==> src/hw/rtl/wsd_pkg.sv <==
// Shared types and constants for the work stealing deque.
// Holds the beat structs of both channels and the row control structs.
// No dependencies.
package wsd_pkg;

    localparam int HANDLE_BITS = 16;
    localparam int OCC_BITS    = 9;
    localparam int DEPTH_DEF   = 256;

    typedef enum logic [1:0] {
        CMD_PUSH   = 2'd0,
        CMD_POP    = 2'd1,
        CMD_STEAL  = 2'd2,
        CMD_REMOVE = 2'd3
    } t_cmd;

    typedef enum logic [1:0] {
        ST_OK   = 2'd0,
        ST_MISS = 2'd1,
        ST_FULL = 2'd2
    } t_status;

    typedef struct packed {
        t_cmd                   cmd;
        logic [HANDLE_BITS-1:0] handle_in;
    } t_in_item;

    typedef struct packed {
        t_status                status;
        logic [HANDLE_BITS-1:0] handle_out;
        logic [OCC_BITS-1:0]    occupancy;
    } t_out_item;

    // Broadcast from the controller to every cell of the row.
    typedef struct packed {
        logic                   shift_up;
        logic                   shift_dn;
        logic                   launch;
        logic                   steal;
        logic                   clr_en;
        logic                   clr_head;
        logic [HANDLE_BITS-1:0] key;
    } t_row_cmd;

    // Search token that walks from the head cell down to cell 0.
    typedef struct packed {
        logic                   valid;
        logic                   steal;
        logic                   hit;
        logic [HANDLE_BITS-1:0] data;
    } t_tok;

endpackage

==> src/hw/rtl/wsd_ctrl.sv <==
// Command sequencer, entry counter and output register of the deque.
// Depends on wsd_pkg; drives the broadcast into wsd_row.
module wsd_ctrl #(
    parameter int DEPTH = wsd_pkg::DEPTH_DEF,
    localparam int NC     = DEPTH - 1,
    localparam int CIDX_W = (NC > 1) ? $clog2(NC) : 1
) (
    input  logic                            i_clk,
    input  logic                            i_rst_n,
    input  logic                            i_in_valid,
    output logic                            o_in_stall,
    input  wsd_pkg::t_in_item               i_in_data,
    output logic                            o_out_valid,
    input  logic                            i_out_stall,
    output wsd_pkg::t_out_item              o_out_data,
    output wsd_pkg::t_row_cmd               o_row_cmd,
    output logic [CIDX_W-1:0]               o_clr_idx,
    input  logic [wsd_pkg::HANDLE_BITS-1:0] i_tail_val,
    input  wsd_pkg::t_tok                   i_tok,
    input  logic [CIDX_W-1:0]               i_tok_idx
);

    localparam int PTR_W  = $clog2(DEPTH) + 1;
    localparam logic [PTR_W-1:0] FULL_CNT = PTR_W'(DEPTH - 1);

    typedef enum logic [3:0] {
        S_IDLE = 4'b0001,
        S_EXEC = 4'b0010,
        S_WAIT = 4'b0100,
        S_RESP = 4'b1000
    } t_state;

    t_state                          r_state, n_state;
    logic [PTR_W-1:0]                r_count, n_count;
    wsd_pkg::t_cmd                   r_op;
    logic [wsd_pkg::HANDLE_BITS-1:0] r_key;
    wsd_pkg::t_out_item              r_res, n_res;
    wsd_pkg::t_out_item              r_out, res;
    logic                            r_ov, n_ov;
    logic                            done, load_out, out_free;
    wsd_pkg::t_row_cmd               row_cmd;
    logic [CIDX_W-1:0]               clr_idx;

    assign out_free = !r_ov || !i_out_stall;

    always_comb begin
        n_state  = r_state;
        n_count  = r_count;
        n_res    = r_res;
        done     = 1'b0;
        load_out = 1'b0;
        res      = '0;
        res.status = wsd_pkg::ST_MISS;
        row_cmd  = '0;
        row_cmd.key = r_key;
        clr_idx  = '0;

        case (r_state)
            S_IDLE: begin
                if (i_in_valid) begin
                    n_state = S_EXEC;
                end
            end
            S_EXEC: begin
                case (r_op)
                    wsd_pkg::CMD_PUSH: begin
                        done = 1'b1;
                        if (r_count >= FULL_CNT) begin
                            res.status = wsd_pkg::ST_FULL;
                        end else begin
                            row_cmd.shift_up = 1'b1;
                            n_count    = r_count + 1'b1;
                            res.status = wsd_pkg::ST_OK;
                        end
                    end
                    wsd_pkg::CMD_POP: begin
                        if (r_count == '0) begin
                            done = 1'b1;
                        end else begin
                            // Holes at the tail are dropped one per cycle.
                            row_cmd.shift_dn = 1'b1;
                            n_count = r_count - 1'b1;
                            if (i_tail_val != '0) begin
                                done           = 1'b1;
                                res.status     = wsd_pkg::ST_OK;
                                res.handle_out = i_tail_val;
                            end
                        end
                    end
                    wsd_pkg::CMD_STEAL: begin
                        if (r_count == '0) begin
                            done = 1'b1;
                        end else begin
                            row_cmd.launch = 1'b1;
                            row_cmd.steal  = 1'b1;
                            n_state        = S_WAIT;
                        end
                    end
                    wsd_pkg::CMD_REMOVE: begin
                        if ((r_key == '0) || (r_count == '0)) begin
                            done = 1'b1;
                        end else begin
                            row_cmd.launch = 1'b1;
                            n_state        = S_WAIT;
                        end
                    end
                    default: begin
                        done = 1'b1;
                    end
                endcase
            end
            S_WAIT: begin
                if (i_tok.valid) begin
                    done = 1'b1;
                    if (i_tok.steal) begin
                        // Everything from the hit cell up to the old head is gone.
                        n_count = i_tok.hit ? PTR_W'(i_tok_idx) : '0;
                        if (i_tok.hit) begin
                            res.status     = wsd_pkg::ST_OK;
                            res.handle_out = i_tok.data;
                        end
                    end else if (i_tok.hit) begin
                        res.status = wsd_pkg::ST_OK;
                        if (i_tok_idx == '0) begin
                            row_cmd.shift_dn = 1'b1;
                            n_count = r_count - 1'b1;
                        end else begin
                            row_cmd.clr_en = 1'b1;
                            clr_idx        = i_tok_idx;
                            if (PTR_W'(i_tok_idx) == r_count - 1'b1) begin
                                row_cmd.clr_head = 1'b1;
                                n_count = r_count - 1'b1;
                            end
                        end
                    end
                end
            end
            S_RESP: begin
                if (out_free) begin
                    load_out = 1'b1;
                    n_state  = S_IDLE;
                end
            end
            default: begin
                n_state = S_IDLE;
            end
        endcase

        res.occupancy = wsd_pkg::OCC_BITS'(n_count);

        if (done) begin
            if (out_free) begin
                load_out = 1'b1;
                n_state  = S_IDLE;
            end else begin
                n_res   = res;
                n_state = S_RESP;
            end
        end

        n_ov = load_out ? 1'b1 : (r_ov && i_out_stall);
    end

    always_ff @(posedge i_clk) begin
        r_res <= n_res;
        if (r_state == S_IDLE && i_in_valid) begin
            r_op  <= i_in_data.cmd;
            r_key <= i_in_data.handle_in;
        end
        if (load_out) begin
            r_out <= (r_state == S_RESP) ? r_res : res;
        end
        if (!i_rst_n) begin
            r_state <= S_IDLE;
            r_count <= '0;
            r_ov    <= 1'b0;
        end else begin
            r_state <= n_state;
            r_count <= n_count;
            r_ov    <= n_ov;
        end
    end

    assign o_in_stall  = (r_state != S_IDLE);
    assign o_out_valid = r_ov;
    assign o_out_data  = r_out;
    assign o_row_cmd   = row_cmd;
    assign o_clr_idx   = clr_idx;

endmodule
==> config.mk <==
export PLATFORM = sky130hd
export DESIGN_NAME = wsd_ctrl
export DESIGN_NICKNAME = d
export VERILOG_FILES = /design/src/hw/rtl/wsd_pkg.sv /design/src/hw/rtl/wsd_ctrl.sv
export SDC_FILE = /design/constraint.sdc
export NUM_CORES = 1
export LEC_CHECK = 0
export BUFFER_PORTS_ARGS = -buffer_cell sky130_fd_sc_hd__buf_2
export CORE_UTILIZATION = 40
export CTS_BUF_LIST = sky130_fd_sc_hd__clkbuf_8
export CTS_CLUSTER_SIZE = 14
export DETAILED_ROUTE_END_ITERATION = 8
export PLACE_DENSITY = 0.65
export SLEW_MARGIN = 40
export SYNTH_ARGS = -nofsm -noshare
export SYNTH_HDL_FRONTEND = slang
export SYNTH_SLANG_ARGS = --single-unit
==> constraint.sdc <==
create_clock -name i_clk -period 4.2 [get_ports i_clk]
set_input_delay 0.42 -clock i_clk [delete_from_list [all_inputs] [get_ports i_clk]]
set_output_delay 0.42 -clock i_clk [all_outputs]
set_load 0.05 [all_outputs]
=== Word level (Yosys, flattened, before mapping) ===
Cells that the tools add are included.

* Input port bits: 65
* Output and inout port bits: 59
* Word-level logic and storage cells: 111
* Flip-flop bits (word level): 86

* $lt $le $gt $ge: 1
* Multiplexer cells: 68
* Bitwise gates (word level): 1
* Equality and inequality tests: 15
* Reduce and logical (&&, ||, !) cells: 13
* $add $sub $neg: 2

{| class="wikitable"
|+ Operator list
! kind !! count
|-
| 9-bit 2-to-1 mux || 7
|-
| 17-bit 2-to-1 mux || 3
|-
| 8-bit 2-to-1 mux || 6
|-
| 18-bit one-hot mux with 2 select lines || 1
|-
| 9-bit one-hot mux with 2 select lines || 2
|-
| 16-bit 2-to-1 mux || 2
|-
| 27-bit 2-to-1 mux || 1
|-
| 4-bit 2-to-1 mux || 6
|-
| 1-bit 2-to-1 mux || 23
|-
| 18-bit 2-to-1 mux || 1
|-
| 2-bit 2-to-1 mux || 9
|-
| 16-bit zero test || 1
|-
| 4-bit one-hot mux with 4 select lines || 1
|-
| 16-bit nonzero test || 1
|-
| 9-bit by 1-bit adder with 9-bit output (second input constant) || 1
|-
| 8-bit by 9-bit == test with 1-bit output || 1
|-
| 9-bit by 8-bit >= comparator with 1-bit output (second input constant) || 1
|-
| 9-bit zero test || 1
|-
| 9-bit by 1-bit subtractor with 9-bit output (second input constant) || 1
|-
| 8-bit zero test || 1
|-
| 4-bit inequality test (second input constant) || 2
|-
| 4-bit one-hot mux with 2 select lines || 1
|-
| 3-bit inequality test (second input constant) || 2
|-
| 1-bit one-hot mux with 2 select lines || 3
|-
| other kinds (18) || 22
|}

=== Depth between registers and ports, before layout ===
Gate-level depths: netlist of the first run.

* Word-level depth: 9
* Gate-level depth with buffers: 13
* Depth with buffers taken out: 10

=== Worst setup path after synthesis of the first run ===
No wires, ideal clock.

* Path kind: flip-flop to output port
* Start point: reg r_count[1]
* End point: out o_row_cmd[16] in the netlist's numbering
* Required time: 3,780 ps
* Slack: -695 ps
* Arrival time: 4,475 ps
* Stages on the path, launching flop included: 10
* Buffers on the path: 2
* Cells stage by stage: dfxtp_1 > clkbuf_1 > inv_1 > ha_1 > or4b_4 > buf_6 > nor2_4 > xor2_1 > o2111ai_1 > a2111oi_0

{| class="wikitable"
|+ RTL lines
! element !! RTL line !! RTL
|-
| start: declaration || wsd_ctrl.sv:34 || <nowiki>logic [PTR_W-1:0] r_count, n_count;</nowiki>
|-
| start signal: assignment || wsd_ctrl.sv:179 || <nowiki>r_count <= n_count;</nowiki>
|-
| end: declaration || wsd_ctrl.sv:16 || <nowiki>output wsd_pkg::t_row_cmd o_row_cmd,</nowiki>
|}

==> impl_metrics.env, run 1 <==
export IMPL_status="finished with violations"
export IMPL_violations="DRC"
export IMPL_ys_seq_area_share_pct=50.6
export IMPL_r2r_end="o_out_data[3]"
export IMPL_clk_latency_ps=350
export IMPL_rsz0062_at_grt="false"
export IMPL_holdPathStages=1
export IMPL_hold_viol=0
export IMPL_port_buffers=123
export IMPL_vias_per_cell=5.94
export IMPL_nets=659
export IMPL_dr_wl_met2_um=6280
export IMPL_drc=4
export IMPL_firstDrtPassIters=7
export IMPL_synth_flop_cell="edfxtp_1"
export IMPL_worstHoldPathType="in2reg"
export IMPL_syn_nets=551
export IMPL_synth_seq_cells=86
export IMPL_die_x_um=112
export IMPL_leakagePower_nw=2.40
export IMPL_gp_congestion=0.953
export IMPL_r2r_start="r_count[0]"
export IMPL_htreeDepth=3
export IMPL_fin_skew_ps=6.95
export IMPL_syn_to_final_growth_pct=19.6
export IMPL_initial_core_util_pct=41.6
export IMPL_postCtsHoldBufs=0
export IMPL_first_global_vias=4104
export IMPL_ctsRootBufferMaster="clkbuf_8"
export IMPL_io_pins=124
export IMPL_crit_required_ps=3780
export IMPL_worstRegToRegCells=10
export IMPL_layoutNonFillerInstCount=740
export IMPL_crit_path_max_fanout=12
export IMPL_tightest_slew_ps=778
export IMPL_whs_endpoint="r_key[9]"
export IMPL_cts_buffers=9
export IMPL_synth_edf_count=72
export IMPL_dr_max_layer_used="met4"
export IMPL_rows=39
export IMPL_grt_total_usage_pct=22.2
export IMPL_finalSetupViolCount=0
export IMPL_ys_warn_count=0
export IMPL_drt_wl_total_um=13700
export IMPL_cts_clk_slew_worst_paths_ps=90
export IMPL_crit_arrival_ps=3290
export IMPL_power_per_cell_area_nw_per_um2=300
export IMPL_reg2reg_slack_ps=640
export IMPL_total_power_mw=1.74
export IMPL_nFillCells=1125
export IMPL_yosys_top_cells_area="edfxtp_1, dfxtp_1, a21oi_1, a22o_1, clkbuf_1"
export IMPL_yosys_area_top_type="edfxtp_1"
export IMPL_dpl_cell_count=724
export IMPL_yosysUniqueCellTypes=66
export IMPL_regArea_um2=2440
export IMPL_post_route_period_util_pct=88.2
export IMPL_ant_nets=0
export IMPL_die_h_um=112
export IMPL_drtIter0Drc=376
export IMPL_slew_headroom_pct=48.1
export IMPL_max_vdd_ir_drop_v=0.000254
export IMPL_synthArstFlopShare_pct=0
export IMPL_core_area_um2=11600
export IMPL_vias=4398
export IMPL_multi_input_area_um2=2150
export IMPL_synth_area_per_cell_um2=9.98
export IMPL_wl_met1_um=5770
export IMPL_drv_slew=0
export IMPL_antenna_found_initial=0
export IMPL_grt_max_degree=31
export IMPL_ctsResizeCount=0
export IMPL_max_freq_ghz=0.270
export IMPL_finalSetupTns_ps=0
export IMPL_hpwl_um=10200
export IMPL_synth_top_area_share_pct=44.8
export IMPL_maxCapViolations=0
export IMPL_synth_area_um2=4830
export IMPL_wl_met3_um=1010
export IMPL_cts_tree="done"
export IMPL_cts_num_sinks=86
export IMPL_startpoint_type="flop"
export IMPL_final_layout_size_suffix_gt1_share_pct=29.0
export IMPL_post_cts_buffers=0
export IMPL_hold_path_startpoint="i_in_data[9]"
export IMPL_post_route_util_pct=49.7
export IMPL_wl_per_cell_um=18.5
export IMPL_grt_pass1_wl_um=21400
export IMPL_design_die_area_um2=12500
export IMPL_min_period_ps=3710
export IMPL_cp_end_kind="output pin"
export IMPL_path_class="reg2out"
export IMPL_synth_most_common_cell="edfxtp_1"
export IMPL_ys_top_cells_by_count="edfxtp_1, a21oi_1, clkbuf_1, nand2_1, nor2_1"
export IMPL_gr_total_overflow=0
export IMPL_syn_instance_count=484
export IMPL_cts_buffer_depth=2
export IMPL_diodes=0
==> flip-flops by register name, indices dropped and copies added, names as in the netlist <==
| signal | count |
|---|---|
| r_state | 4 |
| o_out_valid | 1 |
| r_count | 9 |
| o_out_data | 27 |
| r_res | 27 |
| r_key | 16 |
| r_op | 2 |
==> worst max-delay path, stage by stage (launching register included) <==
cell and delay [ps]:
dfxtp_1 430, inv_1 150, ha_1 260, or4b_4 600, nor2_4 160, xor2_1 160, o2111ai_1 380, a2111oi_2 460
buf_2 330
==> layout by cell type (no fill, tap or decap), drive strengths merged, types with 10 or more instances in the layout <==
cell type    n
buf        134
edfxtp      72
a21oi       36
nand2       34
nor2        34
inv         29
o21ai       21
a22o        17
nor3        17
nand3       15
dfxtp       14
nor4        12
and3        10
a21o        10
==> layer usage <==
| layer | track usage [%] | vias to the layer above |
|---|---|---|
| met5 | 0 | - |
| met4 | 13.4 | 0 |
| met3 | 4.14 | 51 |
| met2 | 34.2 | 212 |
| met1 | 29.1 | 2077 |
| li1 | - | 2058 |
==> cell families (layout without fill, tap and decap cells) <==
kind of cell             after synthesis  in the layout  synth area share [%]
flip-flops                            86             86                  50.6
AO/OA/AOI/OAI                        142            142                  20.7
buffers and inverters                 64            177                  5.31
XOR/XNOR                               8              8                  1.45
multiplexers                           8              8                  1.79
AND/OR/NAND/NOR                      174            174                  19.6
adder cells (fa/ha/maj)                2              2                 0.518
==> power by group <==
part / internal [mW] / switching (mW)
sequential: 0.937 / 0.0148
clock: 0.281 / 0.308
combinational: 0.0574 / 0.137
==> worst max-delay path by stage <==
stage	cells after the start	endpoint	from	slack, ps
2_1_floorplan	9	o_out_data[0]	r_count[1]	170
3_3_place_gp	10	o_out_data[3]	r_count[0]	830
3_5_place_dp	10	o_out_data[3]	r_count[0]	710
4_1_cts	8	o_row_cmd[16]	r_count[0]	500
5_1_grt	8	o_row_cmd[16]	r_count[0]	300
6_report	8	o_row_cmd[16]	r_count[0]	490
==> metrics by stage <==
stage,setup WS (ps),hold slack [ps],instance area (µm²)
finish,494,234,5780
floorplan,170,488,4840
global placement,831,499,5570
detailed placement,708,502,5570
global route,300,209,5780
CTS,495,203,5780
==> layout make-up <==
type | count | area share, %
multi-input cells | 334 | 37.3
repair buffers | 134 | 12.1
inverters | 27 | 1.75
clock buffers | 9 | 2.14
flip-flops and latches | 86 | 42.3
well taps | 143 | 3.10
clock inverters | 7 | 1.39
Power figures use the tool's default switching activity.
==> run 2: changes to the inputs <==
--- a/config.mk
+++ b/config.mk
@@ -6,11 +6,13 @@
 export NUM_CORES = 1
 export LEC_CHECK = 0
 export BUFFER_PORTS_ARGS = -buffer_cell sky130_fd_sc_hd__buf_2
-export CORE_UTILIZATION = 40
+export CELL_PAD_IN_SITES_DETAIL_PLACEMENT = 1
+export CELL_PAD_IN_SITES_GLOBAL_PLACEMENT = 1
+export CORE_UTILIZATION = 38
 export CTS_BUF_LIST = sky130_fd_sc_hd__clkbuf_8
 export CTS_CLUSTER_SIZE = 14
 export DETAILED_ROUTE_END_ITERATION = 8
-export PLACE_DENSITY = 0.65
+export PLACE_DENSITY_LB_ADDON = 0.1
 export SLEW_MARGIN = 40
 export SYNTH_ARGS = -nofsm -noshare
 export SYNTH_HDL_FRONTEND = slang
==> impl_metrics.env, run 2 (synthesis gave the netlist of run 1 again) <==
export IMPL_post_route_period_util_pct=87.4
export IMPL_drt_wl_total_um=15200
export IMPL_design_die_area_um2=13200
export IMPL_hold_viol=0
export IMPL_syn_to_final_growth_pct=19.9
export IMPL_cts_tree="done"
export IMPL_nets=659
export IMPL_firstDrtPassIters=4
export IMPL_clk_latency_ps=350
export IMPL_slew_headroom_pct=48.4
export IMPL_crit_path_max_fanout=12
export IMPL_io_pins=124
export IMPL_wl_per_cell_um=19.9
export IMPL_combinationalPowerShare_pct=11.5
export IMPL_tightest_slew_ps=771
export IMPL_gr_usage_met2_pct=38.5
export IMPL_regArea_um2=2440
export IMPL_initial_core_util_pct=39.6
export IMPL_finalSetupTns_ps=0
export IMPL_cts_clk_slew_worst_paths_ps=90
export IMPL_p_seq_share_pct=55.7
export IMPL_leakagePower_nw=2.39
export IMPL_intPower_mw=1.27
export IMPL_hpwl_um=11200
export IMPL_fin_skew_ps=6.91
export IMPL_power_frac_clock_pct=32.8
export IMPL_ctsResizeCount=0
export IMPL_gp_congestion=0.929
export IMPL_grt_pass1_wl_um=23900
export IMPL_reg2reg_slack_ps=620
export IMPL_gr_usage_met3_pct=3.69
export IMPL_core_area_um2=12200
export IMPL_die_h_um=115
export IMPL_post_route_util_pct=47.4
export IMPL_cts_num_sinks=86
export IMPL_postCtsHoldBufs=0
export IMPL_gr_total_overflow=0
export IMPL_drv_slew=0
export IMPL_rsz0062_at_grt="false"
export IMPL_cp_end_kind="output pin"
export IMPL_top_usage_layer="met2"
export IMPL_worstRegToRegCells=10
export IMPL_max_vdd_ir_drop_v=0.000237
export IMPL_port_buffers=123
export IMPL_nFillCells=1436
export IMPL_total_power_mw=1.71
export IMPL_path_class="reg2out"
export IMPL_finalSetupViolCount=0
export IMPL_cts_buffers=9
export IMPL_final_common_cell="buf_2"
export IMPL_placed_area_um2=5600
export IMPL_holdPathStages=1
export IMPL_whs_ps=232
export IMPL_drc=0
export IMPL_power_per_cell_area_nw_per_um2=296
export IMPL_multi_input_area_um2=2150
export IMPL_vias_per_cell=5.75
export IMPL_post_cts_buffers=0
export IMPL_grt_max_degree=31
export IMPL_startpoint_type="flop"
export IMPL_htreeDepth=3
export IMPL_final_layout_size_suffix_gt1_share_pct=28.6
export IMPL_worstHoldPathType="in2reg"
export IMPL_grtUsageMet1_pct=32.5
export IMPL_maxCapViolations=0
export IMPL_first_global_vias=4318
export IMPL_most_common_layout_cells="buf_2, edfxtp_1, a21oi_1"
export IMPL_max_freq_ghz=0.273
export IMPL_crit_required_ps=3780
export IMPL_min_period_ps=3670
export IMPL_status="finished, final reports clean"
export IMPL_crit_arrival_ps=3250
export IMPL_grt_total_usage_pct=23.7
export IMPL_antenna_found_initial=0
export IMPL_finish_instance_area_um2=5790
export IMPL_p_sw_share_pct=26.1
export IMPL_diodes=0
export IMPL_ctsRootBufferMaster="clkbuf_8"
export IMPL_die_x_um=115
export IMPL_drtIter0Drc=331
export IMPL_ant_nets=0
export IMPL_cts_buffer_depth=2
export IMPL_rows=40
export IMPL_power_switching_mw=0.446
export IMPL_vias=4402
-- run 2: layer usage --
layer | vias up | share of wire, %
met5 | - | 0
met4 | 0 | 1.9
met3 | 25 | 4.2
met2 | 139 | 48
met1 | 2173 | 46
li1 | 2065 | -
-- run 2: area by class of cell --
class	instances	share of cell area, %
clock buffer	9	2.14
clock inverter	7	1.10
inverter	27	1.75
multi-input combinational	334	37.2
sequential	86	42.2
tap	168	3.63
timing repair buffer	134	12.1
-- run 2: metrics by stage --
step | setup slack (ps) | instances
after global placement | 745 | 749
after floorplan | 170 | 484
after global routing | 278 | 765
final | 531 | 765
after CTS | 482 | 765
after detailed placement | 625 | 749
-- run 2: final timing paths --
check | from | endpoint
worst max-delay path | r_count[0] | o_row_cmd[16]
worst min-delay path | i_in_data[7] | r_key[7]
worst max register to register | r_count[0] | o_out_data[2]
worst min register to register | r_res[15] | o_out_data[15]
-- run 2: worst max-delay path: stages, from the launching register on --
cell       delay (ps)
dfxtp_1           440
inv_1             170
ha_1              250
or4b_4            590
nor2_4            160
xor2_1            150
o2111ai_1         340
a2111oi_2         460
buf_2             330
-- run 2: power groups by stage --
stage	combinational [mW]	clock [mW]	sequential (mW)
global route	0.211	0.612	0.956
CTS	0.197	0.580	0.953
floorplan	0.0737	0	1.02
detailed placement	0.197	0	0.973
finish	0.197	0.562	0.953
global placement	0.193	0	0.971
==> run 3: changes to the inputs <==
--- a/config.mk
+++ b/config.mk
@@ -8,6 +8,7 @@
 export BUFFER_PORTS_ARGS = -buffer_cell sky130_fd_sc_hd__buf_2
 export CELL_PAD_IN_SITES_DETAIL_PLACEMENT = 1
 export CELL_PAD_IN_SITES_GLOBAL_PLACEMENT = 1
+export CORE_ASPECT_RATIO = 1.5
 export CORE_UTILIZATION = 38
 export CTS_BUF_LIST = sky130_fd_sc_hd__clkbuf_8
 export CTS_CLUSTER_SIZE = 14
==> impl_metrics.env, run 3 (synthesis gave the netlist of run 1 again) <==
export IMPL_startpoint_type="flop"
export IMPL_ant_nets=0
export IMPL_cts_tree="done"
export IMPL_max_freq_ghz=0.269
export IMPL_cp_slowest_cell="or4b_4"
export IMPL_cts_clk_slew_worst_paths_ps=90
export IMPL_drtIter0Drc=182
export IMPL_grt_pass1_wl_um=23900
export IMPL_design_die_area_um2=13200
export IMPL_cp_cell_sequence="inv_1 -> ha_1 -> or4b_4 -> nor2_4 -> xor2_1 -> o2111ai_1 -> a2111oi_2 -> buf_2"
export IMPL_gr_total_overflow=0
export IMPL_path_class="reg2out"
export IMPL_cp_buffers_inverters=2
export IMPL_finalSetupTns_ps=0
export IMPL_maxCapViolations=0
export IMPL_ctsResizeCount=0
export IMPL_core_area_um2=12400
export IMPL_initial_core_util_pct=38.8
export IMPL_diodes=0
export IMPL_nFillCells=1479
export IMPL_grt_total_usage_pct=24.0
export IMPL_gp_congestion=0.956
export IMPL_antenna_found_initial=0
export IMPL_cts_num_sinks=86
export IMPL_fin_skew_ps=13.7
export IMPL_drt_wl_total_um=15800
export IMPL_final_layout_size_suffix_gt1_share_pct=28.8
export IMPL_syn_to_final_growth_pct=19.7
export IMPL_most_common_layout_cells="buf_2, edfxtp_1, a21oi_1"
export IMPL_postCtsHoldBufs=0
export IMPL_slew_headroom_pct=51.3
export IMPL_max_vdd_ir_drop_v=0.000140
export IMPL_setup_ws_ps=478
export IMPL_drc=0
export IMPL_post_cts_buffers=0
export IMPL_min_period_ps=3720
export IMPL_die_x_um=94.1
export IMPL_wl_per_cell_um=21.0
export IMPL_crit_path_max_fanout=12
export IMPL_leakagePower_nw=2.40
export IMPL_worstHoldPathType="in2reg"
export IMPL_firstDrtPassIters=5
export IMPL_port_buffers=123
export IMPL_rows=50
export IMPL_whs_ps=239
export IMPL_power_per_cell_area_nw_per_um2=297
export IMPL_cts_buffer_depth=2
export IMPL_io_pins=124
export IMPL_finalSetupViolCount=0
export IMPL_clk_latency_ps=350
export IMPL_drv_slew=0
export IMPL_final_common_cell="buf_2"
export IMPL_hpwl_um=11900
export IMPL_vias=4418
export IMPL_crit_family="compound AO/OA/AOI/OAI gates"
export IMPL_first_global_vias=4375
export IMPL_rsz0062_at_grt="false"
export IMPL_nets=659
export IMPL_cp_end_kind="output pin"
export IMPL_status="finished, final reports clean"
export IMPL_tightest_slew_ps=730
export IMPL_ctsRootBufferMaster="clkbuf_8"
export IMPL_htreeDepth=3
export IMPL_vias_per_cell=5.87
export IMPL_post_route_period_util_pct=88.6
export IMPL_crit_arrival_ps=3300
export IMPL_die_h_um=140
export IMPL_hold_viol=0
export IMPL_cts_buffers=9
export IMPL_crit_required_ps=3780
export IMPL_grt_max_degree=31
export IMPL_critical_path_max_stage_delay_ps=610
export IMPL_dpl_worst_slack_ps=724
## run 3: through the flow
step / util, % / power, mW / std cells / cell area [µm²]
after CTS: 46.4 / 1.74 / 753 / 5780
final: 46.4 / 1.72 / 753 / 5780
after global placement: 44.9 / 1.17 / 737 / 5590
after floorplan: - / 1.09 / 484 / 4840
after global routing: 46.4 / 1.78 / 753 / 5780
after detailed placement: 44.9 / 1.17 / 737 / 5590
## run 3: area by class of cell
cell class | instances | area [µm²] | share of cell area, %
Clock inverter | 7 | 65.1 | 1.13
Clock buffer | 9 | 124 | 2.14
Inverter | 27 | 101 | 1.75
Timing Repair Buffer | 134 | 698 | 12.1
Tap cell | 156 | 195 | 3.38
Multi-Input combinational cell | 334 | 2150 | 37.3
Sequential cell | 86 | 2440 | 42.3
## run 3: per-layer routing
layer	wire, µm	vias to the layer above	GRT usage (%)
met5	0	-	0
met4	624	0	13.0
met3	799	36	2.99
met2	8220	158	42.4
met1	6150	2166	27.7
li1	-	2058	-
## run 3: path summary, 6_finish.rpt
| path | from | end | slack, ps | cells past startpoint |
|---|---|---|---|---|
| max | r_count[0] | o_row_cmd[16] | 480 | 8 |
| min | i_in_data[7] | r_key[7] | 240 | 1 |
| max reg2reg | r_count[0] | o_out_data[8] | 680 | 10 |
| min reg2reg | r_res[15] | o_out_data[15] | 520 | 2 |
## run 3: worst register-to-register path, delay by kind of cell, from the launching register on
| kind | cells | cell delay, ps |
|---|---|---|
| and+or+nand+nor | 4 | 1240 |
| AOI/OAI and AO/OA | 2 | 720 |
| DFF | 1 | 450 |
| muxes | 1 | 280 |
| adders and majority gates | 1 | 250 |
| buffers and inverters | 1 | 160 |
| xor gates and xnor gates | 1 | 160 |
## run 3: where the power goes
| part | switching, mW | total, mW | internal, mW |
|---|---|---|---|
| clock | 0.294 | 0.566 | 0.272 |
| sequential | 0.0151 | 0.952 | 0.937 |
| combinational | 0.141 | 0.199 | 0.0575 |
